### src/plf_pkg.sv
package plf_pkg;

  // configuration register indexes
  localparam logic [1:0] REG_MAX_SPEED        = 2'd0;
  localparam logic [1:0] REG_LINE_CENTER      = 2'd1;
  localparam logic [1:0] REG_LOST_THRESHOLD   = 2'd2;
  localparam logic [1:0] REG_BRANCH_THRESHOLD = 2'd3;

  localparam logic [7:0]  MAX_SPEED_RST        = 8'd95;
  localparam logic [11:0] LINE_CENTER_RST      = 12'd2000;
  localparam logic [9:0]  LOST_THRESHOLD_RST   = 10'd100;
  localparam logic [9:0]  BRANCH_THRESHOLD_RST = 10'd200;

  // x / 20 == (x * 3277) >> 16 for 0 <= x < 4096
  localparam logic [11:0] RECIP_20     = 12'd3277;
  localparam int          RECIP_20_SH  = 16;
  // x / 10000 == (x * 3518437209) >> 45 for 0 <= x <= 2^31
  localparam logic [31:0] RECIP_10K    = 32'd3518437209;
  localparam int          RECIP_10K_SH = 45;

  localparam logic signed [31:0] SUM_MAX = 32'sh7FFF_FFFF;
  localparam logic signed [31:0] SUM_MIN = 32'sh8000_0000;

  // after the integrator
  typedef struct packed {
    logic signed [12:0] err;
    logic signed [13:0] deriv;
    logic signed [31:0] sum;
    logic               seg_end;
  } integ_t;

  // after the small divides and the magnitude of the integral
  typedef struct packed {
    logic signed [8:0]  err_q;
    logic signed [14:0] d_half;
    logic               sum_neg;
    logic [31:0]        sum_mag;
    logic               seg_end;
  } scale_t;

  // after the integral reciprocal multiply
  typedef struct packed {
    logic signed [8:0]  err_q;
    logic signed [14:0] d_half;
    logic               sum_neg;
    logic [63:0]        prod;
    logic               seg_end;
  } prod_t;

endpackage

### src/pid_line_follower_step.sv
// each item passes the input, integrator, scale, product and output registers
// throughput: one item per cycle while out_tready is high; the integrator update
// is a single saturating add in one stage, so running state never limits the rate
// each stage holds its item while the next is full, so input keeps flowing
// while a finished result waits on out_tready, until all five stages hold an item
// reset (rst_n low, synchronous): pipeline empty, integral and last error zero,
// registers back to max_speed 95, line_center 2000, thresholds 100 and 200
module pid_line_follower_step (
  input  logic        clk,
  input  logic        rst_n,
  // configuration write port
  input  logic        cfg_we,
  input  logic [1:0]  cfg_addr,
  input  logic [11:0] cfg_wdata,
  // sample stream
  input  logic        in_tvalid,
  output logic        in_tready,
  // [11:0] line_position, [21:12] sensor_far_left, [31:22] sensor_left,
  // [41:32] sensor_middle, [51:42] sensor_right, [61:52] sensor_far_right,
  // [63:62] zero
  input  logic [63:0] in_tdata,
  // [0] start_segment
  input  logic        in_tuser,
  // drive stream
  output logic        out_tvalid,
  input  logic        out_tready,
  // [7:0] left_drive, [15:8] right_drive
  output logic [15:0] out_tdata,
  // [0] segment_end
  output logic        out_tuser
);
  import plf_pkg::*;

  // ---------------------------------------------------------------------
  // configuration registers
  // ---------------------------------------------------------------------
  logic [7:0]  max_speed_r;
  logic [11:0] line_center_r;
  logic [9:0]  lost_thr_r;
  logic [9:0]  branch_thr_r;

  always_ff @(posedge clk) begin
    if (!rst_n) begin
      max_speed_r   <= MAX_SPEED_RST;
      line_center_r <= LINE_CENTER_RST;
      lost_thr_r    <= LOST_THRESHOLD_RST;
      branch_thr_r  <= BRANCH_THRESHOLD_RST;
    end else if (cfg_we) begin
      unique case (cfg_addr)
        REG_MAX_SPEED:        max_speed_r   <= cfg_wdata[7:0];
        REG_LINE_CENTER:      line_center_r <= cfg_wdata;
        REG_LOST_THRESHOLD:   lost_thr_r    <= cfg_wdata[9:0];
        REG_BRANCH_THRESHOLD: branch_thr_r  <= cfg_wdata[9:0];
        default: ;
      endcase
    end
  end

  // ---------------------------------------------------------------------
  // stage valids and per-stage ready chain
  // ---------------------------------------------------------------------
  logic v_in_r, v_int_r, v_scl_r, v_prd_r, v_out_r;
  logic rdy_out, rdy_prd, rdy_scl, rdy_int;
  logic ld_int;

  assign rdy_out   = !v_out_r || out_tready;
  assign rdy_prd   = !v_prd_r || rdy_out;
  assign rdy_scl   = !v_scl_r || rdy_prd;
  assign rdy_int   = !v_int_r || rdy_scl;
  assign in_tready = !v_in_r  || rdy_int;
  // an item leaves the input register exactly once: that is when state moves
  assign ld_int    = v_in_r && rdy_int;

  always_ff @(posedge clk) begin
    if (!rst_n) begin
      v_in_r  <= 1'b0;
      v_int_r <= 1'b0;
      v_scl_r <= 1'b0;
      v_prd_r <= 1'b0;
      v_out_r <= 1'b0;
    end else begin
      if (in_tready) v_in_r  <= in_tvalid;
      if (rdy_int)   v_int_r <= v_in_r;
      if (rdy_scl)   v_scl_r <= v_int_r;
      if (rdy_prd)   v_prd_r <= v_scl_r;
      if (rdy_out)   v_out_r <= v_prd_r;
    end
  end

  // ---------------------------------------------------------------------
  // input register
  // ---------------------------------------------------------------------
  logic        start_r;
  logic [11:0] pos_r;
  logic [9:0]  s_fl_r, s_l_r, s_m_r, s_rt_r, s_fr_r;

  always_ff @(posedge clk) begin
    if (in_tvalid && in_tready) begin
      start_r <= in_tuser;
      pos_r   <= in_tdata[11:0];
      s_fl_r  <= in_tdata[21:12];
      s_l_r   <= in_tdata[31:22];
      s_m_r   <= in_tdata[41:32];
      s_rt_r  <= in_tdata[51:42];
      s_fr_r  <= in_tdata[61:52];
    end
  end

  // ---------------------------------------------------------------------
  // integrator: error, derivative, saturating running sum, segment flag
  // ---------------------------------------------------------------------
  logic signed [31:0] error_sum_r, error_sum_nxt;
  logic signed [12:0] prev_err_r;
  logic signed [12:0] err, prev_eff;
  logic signed [31:0] sum_base;
  logic signed [32:0] sum_wide;
  logic               lost, branch;
  integ_t             integ_nxt, integ_r;

  always_comb begin
    err      = $signed({1'b0, pos_r}) - $signed({1'b0, line_center_r});
    prev_eff = start_r ? 13'sd0 : prev_err_r;
    sum_base = start_r ? 32'sd0 : error_sum_r;
    sum_wide = {sum_base[31], sum_base} + {{20{err[12]}}, err};
    // overflow when the two top bits disagree; the top bit gives the side
    if (sum_wide[32] != sum_wide[31]) begin
      error_sum_nxt = sum_wide[32] ? SUM_MIN : SUM_MAX;
    end else begin
      error_sum_nxt = sum_wide[31:0];
    end
    lost   = (s_l_r < lost_thr_r) && (s_m_r < lost_thr_r) && (s_rt_r < lost_thr_r);
    branch = (s_fl_r > branch_thr_r) || (s_fr_r > branch_thr_r);

    integ_nxt.err     = err;
    integ_nxt.deriv   = {err[12], err} - {prev_eff[12], prev_eff};
    integ_nxt.sum     = error_sum_nxt;
    integ_nxt.seg_end = lost || branch;
  end

  always_ff @(posedge clk) begin
    if (!rst_n) begin
      error_sum_r <= 32'sd0;
      prev_err_r  <= 13'sd0;
    end else if (ld_int) begin
      error_sum_r <= error_sum_nxt;
      prev_err_r  <= err;
    end
  end

  always_ff @(posedge clk) begin
    if (ld_int) integ_r <= integ_nxt;
  end

  // ---------------------------------------------------------------------
  // error / 20, derivative * 3 / 2, magnitude of the integral
  // ---------------------------------------------------------------------
  logic               err_neg;
  logic [11:0]        err_mag;
  logic [23:0]        err_prod;
  logic [7:0]         err_div;
  logic signed [15:0] d3;
  scale_t             scale_nxt, scale_r;

  always_comb begin
    err_neg  = integ_r.err[12];
    err_mag  = err_neg ? 12'(-integ_r.err) : integ_r.err[11:0];
    err_prod = err_mag * RECIP_20;
    err_div  = err_prod[23:RECIP_20_SH];
    d3       = {{2{integ_r.deriv[13]}}, integ_r.deriv} * 16'sd3;

    scale_nxt.err_q   = err_neg ? -$signed({1'b0, err_div}) : $signed({1'b0, err_div});
    // halve rounding toward zero: bias negatives by one before the shift
    scale_nxt.d_half  = 15'((d3 + {15'd0, d3[15]}) >>> 1);
    scale_nxt.sum_neg = integ_r.sum[31];
    scale_nxt.sum_mag = integ_r.sum[31] ? 32'(-integ_r.sum) : integ_r.sum;
    scale_nxt.seg_end = integ_r.seg_end;
  end

  always_ff @(posedge clk) begin
    if (v_int_r && rdy_scl) scale_r <= scale_nxt;
  end

  // ---------------------------------------------------------------------
  // integral / 10000 by reciprocal multiply
  // ---------------------------------------------------------------------
  prod_t prod_r;

  always_ff @(posedge clk) begin
    if (v_scl_r && rdy_prd) begin
      prod_r.err_q   <= scale_r.err_q;
      prod_r.d_half  <= scale_r.d_half;
      prod_r.sum_neg <= scale_r.sum_neg;
      prod_r.prod    <= scale_r.sum_mag * RECIP_10K;
      prod_r.seg_end <= scale_r.seg_end;
    end
  end

  // ---------------------------------------------------------------------
  // steering sum, clamp and wheel split
  // ---------------------------------------------------------------------
  logic [18:0]        sum_div;
  logic signed [19:0] sum_q, diff, top, diff_c;
  logic [7:0]         left_nxt, right_nxt;
  logic [7:0]         left_r, right_r;
  logic               seg_end_r;

  always_comb begin
    sum_div = prod_r.prod[63:RECIP_10K_SH];
    sum_q   = prod_r.sum_neg ? -$signed({1'b0, sum_div}) : $signed({1'b0, sum_div});
    diff    = {{11{prod_r.err_q[8]}}, prod_r.err_q}
            + {{5{prod_r.d_half[14]}}, prod_r.d_half}
            + sum_q;
    top     = $signed({12'd0, max_speed_r});
    if (diff > top) begin
      diff_c = top;
    end else if (diff < -top) begin
      diff_c = -top;
    end else begin
      diff_c = diff;
    end
    // negative difference slows the left wheel, positive the right
    if (diff_c < 0) begin
      left_nxt  = 8'(top + diff_c);
      right_nxt = max_speed_r;
    end else begin
      left_nxt  = max_speed_r;
      right_nxt = 8'(top - diff_c);
    end
  end

  always_ff @(posedge clk) begin
    if (v_prd_r && rdy_out) begin
      left_r    <= left_nxt;
      right_r   <= right_nxt;
      seg_end_r <= prod_r.seg_end;
    end
  end

  assign out_tvalid = v_out_r;
  assign out_tdata  = {right_r, left_r};
  assign out_tuser  = seg_end_r;

endmodule

### config.mk
export PLATFORM = sky130hd
export DESIGN_NAME = pid_line_follower_step
export DESIGN_NICKNAME = d
export VERILOG_FILES = /design/src/plf_pkg.sv /design/src/pid_line_follower_step.sv
export SDC_FILE = /design/constraint.sdc
export NUM_CORES = 2
export LEC_CHECK = 0
export BUFFER_PORTS_ARGS = -buffer_cell sky130_fd_sc_hd__buf_4
export CORE_ASPECT_RATIO = 1.75
export CORE_UTILIZATION = 45
export DETAILED_ROUTE_END_ITERATION = 8
export GPL_ROUTABILITY_DRIVEN = 1
export MAX_ROUTING_LAYER = met4
export PLACE_DENSITY_LB_ADDON = 0.08
export SLEW_MARGIN = 20
export SYNTH_ARGS = -nofsm -noshare
export SYNTH_HDL_FRONTEND = slang
export SYNTH_SLANG_ARGS = --single-unit
### constraint.sdc
create_clock -name clk -period 22.7 [get_ports clk]
set_input_delay 2.27 -clock clk [delete_from_list [all_inputs] [get_ports clk]]
set_output_delay 2.27 -clock clk [all_outputs]
set_load 0.05 [all_outputs]
==> metrics <==
main combinational cell family by area after synthesis adder cells; Final ANT Viol Nets 0; fillers 8329; sequential-to-total area share from yosys stat 22.7%; adder-cell share of the synthesized area 45.4%; r2r setup slk 13.35 ns; clock sink total around 330; Hold Crit Depth 0; starting density of the core 45.5%; Area Growth Syn to Fin 8.30%; hold wc startpoint scale_r[34]$_DFFE_PP_; pin count of the biggest net entering global routing 86; H-tree Lvls 1; initial DRC count 1073; hold_buf cts 0; reg2reg start scale_r[3]$_DFFE_PP_; crit path launch type flip-flop; fin nets around 5300; RR Endpoint prod_r[63]$_DFFE_PP_; status complete, no violations; critical path required time between 20 and 25 ns; vias per cell ~5.3; area occupied by multi-input gates 27900 sq um; f_max roughly 110 MHz; Async S/R FF share, synth 0%; CP max FO 9; first-pass GRT wire length approximately 170000 microns; mux share of post-synthesis cell area less than 1%; Synth area leaders fa_1 (25%), ha_1 (21%), edfxtp_1 (18%); Mapped Nets between 5000 and 6000; clk root buf clkbuf_16; post-route setup slack about 13 ns; Die Area 90400 sq um; worst slew pin tran between 1 and 1.5 ns; DRC 0; io pins between 100 and 150; CP Capture Type flip-flop; wire length per cell after detailed routing 20.7 microns; Setup WS pre-CTS 13.31 ns; number of flops mapped to enable cells by yosys between 200 and 250; Post-CTS Resized 0; All-Layer GR Usage 26.0%; RSZ-0062 raised after global routing no; CTS tree done; share of the synthesized area in the top cell type about 25%; Hold WS 0.408 ns; Mapped Area roughly 40000 sq um; clock slew seen by the registers of the worst setup and hold paths about 0.080 ns; # Max-Cap Violations 0; min-delay worst type reg2reg; Synth Area in Simple Gates under 10%; Max-slew headroom about a quarter; GP Congestion 0.993; row count around 140; Placeable Area about 90000 sq um; initial antenna violation count 2; leading area contributor after synthesis fa_1; number of setup violations in the final report 0; Seq. cell area just over 9000 sq um; Final Max Slew Viols 0; clock period minus worst slack 9.35 ns; share of layout cells above drive strength 1 between 5 and 6%; Fin Setup TNS 0 ns; Worst Reg-to-Reg Cells 23; postcts setup bufs 0; routed via count 27500; register bit count reported by yosys around 330; Synth Area in Compound Gates around a tenth; buffer depth of the longest clock path 3; Post-Synthesis Cells about 3900; Inserted Clock Buffers 31; crit path DAT 9.73 ns; syn avg cell area a little over 10 sq um; Clock Skew 0.0174 ns; insertion delay to the later sink of the worst-skew pair 0.62 ns; port buffer count 100; YS warnings 0; prevailing post-synth register cell edfxtp_1; final WL approximately 110000 microns; die width 228 microns; final hold violations 0; final worst-path cycle share 41.2%; Setup CP Type reg2reg; vias in the first global route around 30000; 1st-pass router iterations 5; Synth Area in XOR/XNOR under 10%; remaining global-route overflow 0; Worst Hold Path EP prod_r[66]$_DFFE_PP_; Die H between 300 and 400 microns; final HPWL from detailed placement 93000 microns; Distinct cells, synth a little under 80
[worst max-delay path, cell delays in order, from the launching register on]
cell,delay [ns]
edfxtp_1,0.83
ha_1,0.46
inv_1,0.11
fa_1,0.60
inv_1,0.09
fa_1,0.53
fa_1,0.57
fa_1,0.56
inv_1,0.06
fa_1,0.53
inv_1,0.06
fa_1,0.51
fa_1,0.50
ha_1,0.33
nand4_1,0.30
nor2_1,0.52
a21oi_1,0.08
o31ai_1,0.53
a211oi_1,0.20
a2111oi_0,0.89
nor3_1,0.17
o31ai_1,0.39
a21oi_1,0.14
xnor2_1,0.14
[routing by layer]
metal	routed length, microns	global-route usage (%)
met5	0	-
met4	7700	15.0
met3	1920	1.52
met2	62400	50.9
met1	36300	24.3
[cell usage after synthesis, types with 6 or more instances]
cell type and number:
nand2b_1 43, nor3_1 40, nand4_1 26, ha_1 658, nand3_1 42, a211o_1 6, clkbuf_1 63, a21boi_0 8
nand3b_1 6, o21ai_1 13, a21o_1 73, o21bai_1 24, o41ai_1 10, a21oi_1 184, and2_1 11, nor4_1 10
xnor2_1 144, a31oi_1 17, maj3_1 8, a211oi_1 26, mux2i_1 18, o31ai_1 24, or2_2 8, xor2_1 55
edfxtp_1 243, inv_1 783, fa_1 494, a311oi_1 6, and3_1 15, nor3b_1 7, o21a_1 32, nand2_1 229
dfxtp_1 90, or3_1 25, nor2b_1 59, or4_1 14, nor2_1 157, o21ai_0 129, o211ai_1 34
[flip-flops by register name (all words and copies together) (netlist names), 10 cells and up]
signal         count
s_m_r             10
error_sum_r       32
s_rt_r            10
s_fr_r            10
line_center_r     12
prod_r            45
pos_r             12
s_l_r             10
lost_thr_r        10
branch_thr_r      10
scale_r           58
prev_err_r        13
integ_r           59
s_fl_r            10
[logic make-up (layout without fill, tap and decap cells)]
logic type / after synthesis / count (layout)
muxes: 22 / 22
adders and majority gates: 1160 / 1160
buffers and inverters: 851 / 983
other: 0 / 2
AOI/OAI and AO/OA: 647 / 647
and+or+nand+nor: 713 / 713
xor gates and xnor gates: 199 / 199
DFF: 333 / 333
[metrics by stage]
step,area [sq um],instances,util (%)
2_1_floorplan,40100,3925,-
3_3_place_gp,42400,5166,48.1
3_5_place_dp,42400,5166,48.1
4_1_cts,43400,5224,49.3
5_1_grt,43400,5227,49.3
6_report,43400,5227,49.3
[how the worst max path moves through the flow]
stage                         startpoint              endpoint  slack [ns]
global placement    scale_r[3]$_DFFE_PP_  prod_r[63]$_DFFE_PP_       13.36
detailed placement  scale_r[3]$_DFFE_PP_  prod_r[63]$_DFFE_PP_       13.31
floorplan           prod_r[66]$_DFFE_PP_   left_r[7]$_DFFE_PP_       15.44
finish              scale_r[3]$_DFFE_PP_  prod_r[63]$_DFFE_PP_       13.35
global route        scale_r[3]$_DFFE_PP_  prod_r[58]$_DFFE_PP_       13.11
CTS                 scale_r[3]$_DFFE_PP_  prod_r[63]$_DFFE_PP_       13.27
[placed cells by master, fill, tap and decap left out, types with 31 or more instances in the layout]
cell type	synthesis	routed
o211ai_1	34	34
a21oi_1	184	184
ha_1	658	658
inv_1	783	783
buf_4	0	140
clkbuf_16	0	31
nand2_1	229	229
xnor2_1	144	144
xor2_1	55	55
o21ai_0	129	129
nor2_1	157	155
nor2b_1	59	57
a21o_1	73	73
nor3_1	40	40
edfxtp_1	243	243
nand2b_1	43	43
dfxtp_1	90	90
o21a_1	32	32
nand3_1	42	42
fa_1	494	494
[area by class of cell]
class / count / share of cell area (%)
well taps: 1168 / 3.36
inverters: 784 / 6.78
flip-flops and latches: 333 / 20.9
multi-input cells: 2741 / 64.1
clock buffers: 35 / 1.82
clock inverters: 23 / 0.507
diodes: 2 / 0.0115
repair buffers: 141 / 2.45
Power is not shown: default switching activity piles up to over one toggle a cycle in this logic, so the estimate is an artifact.
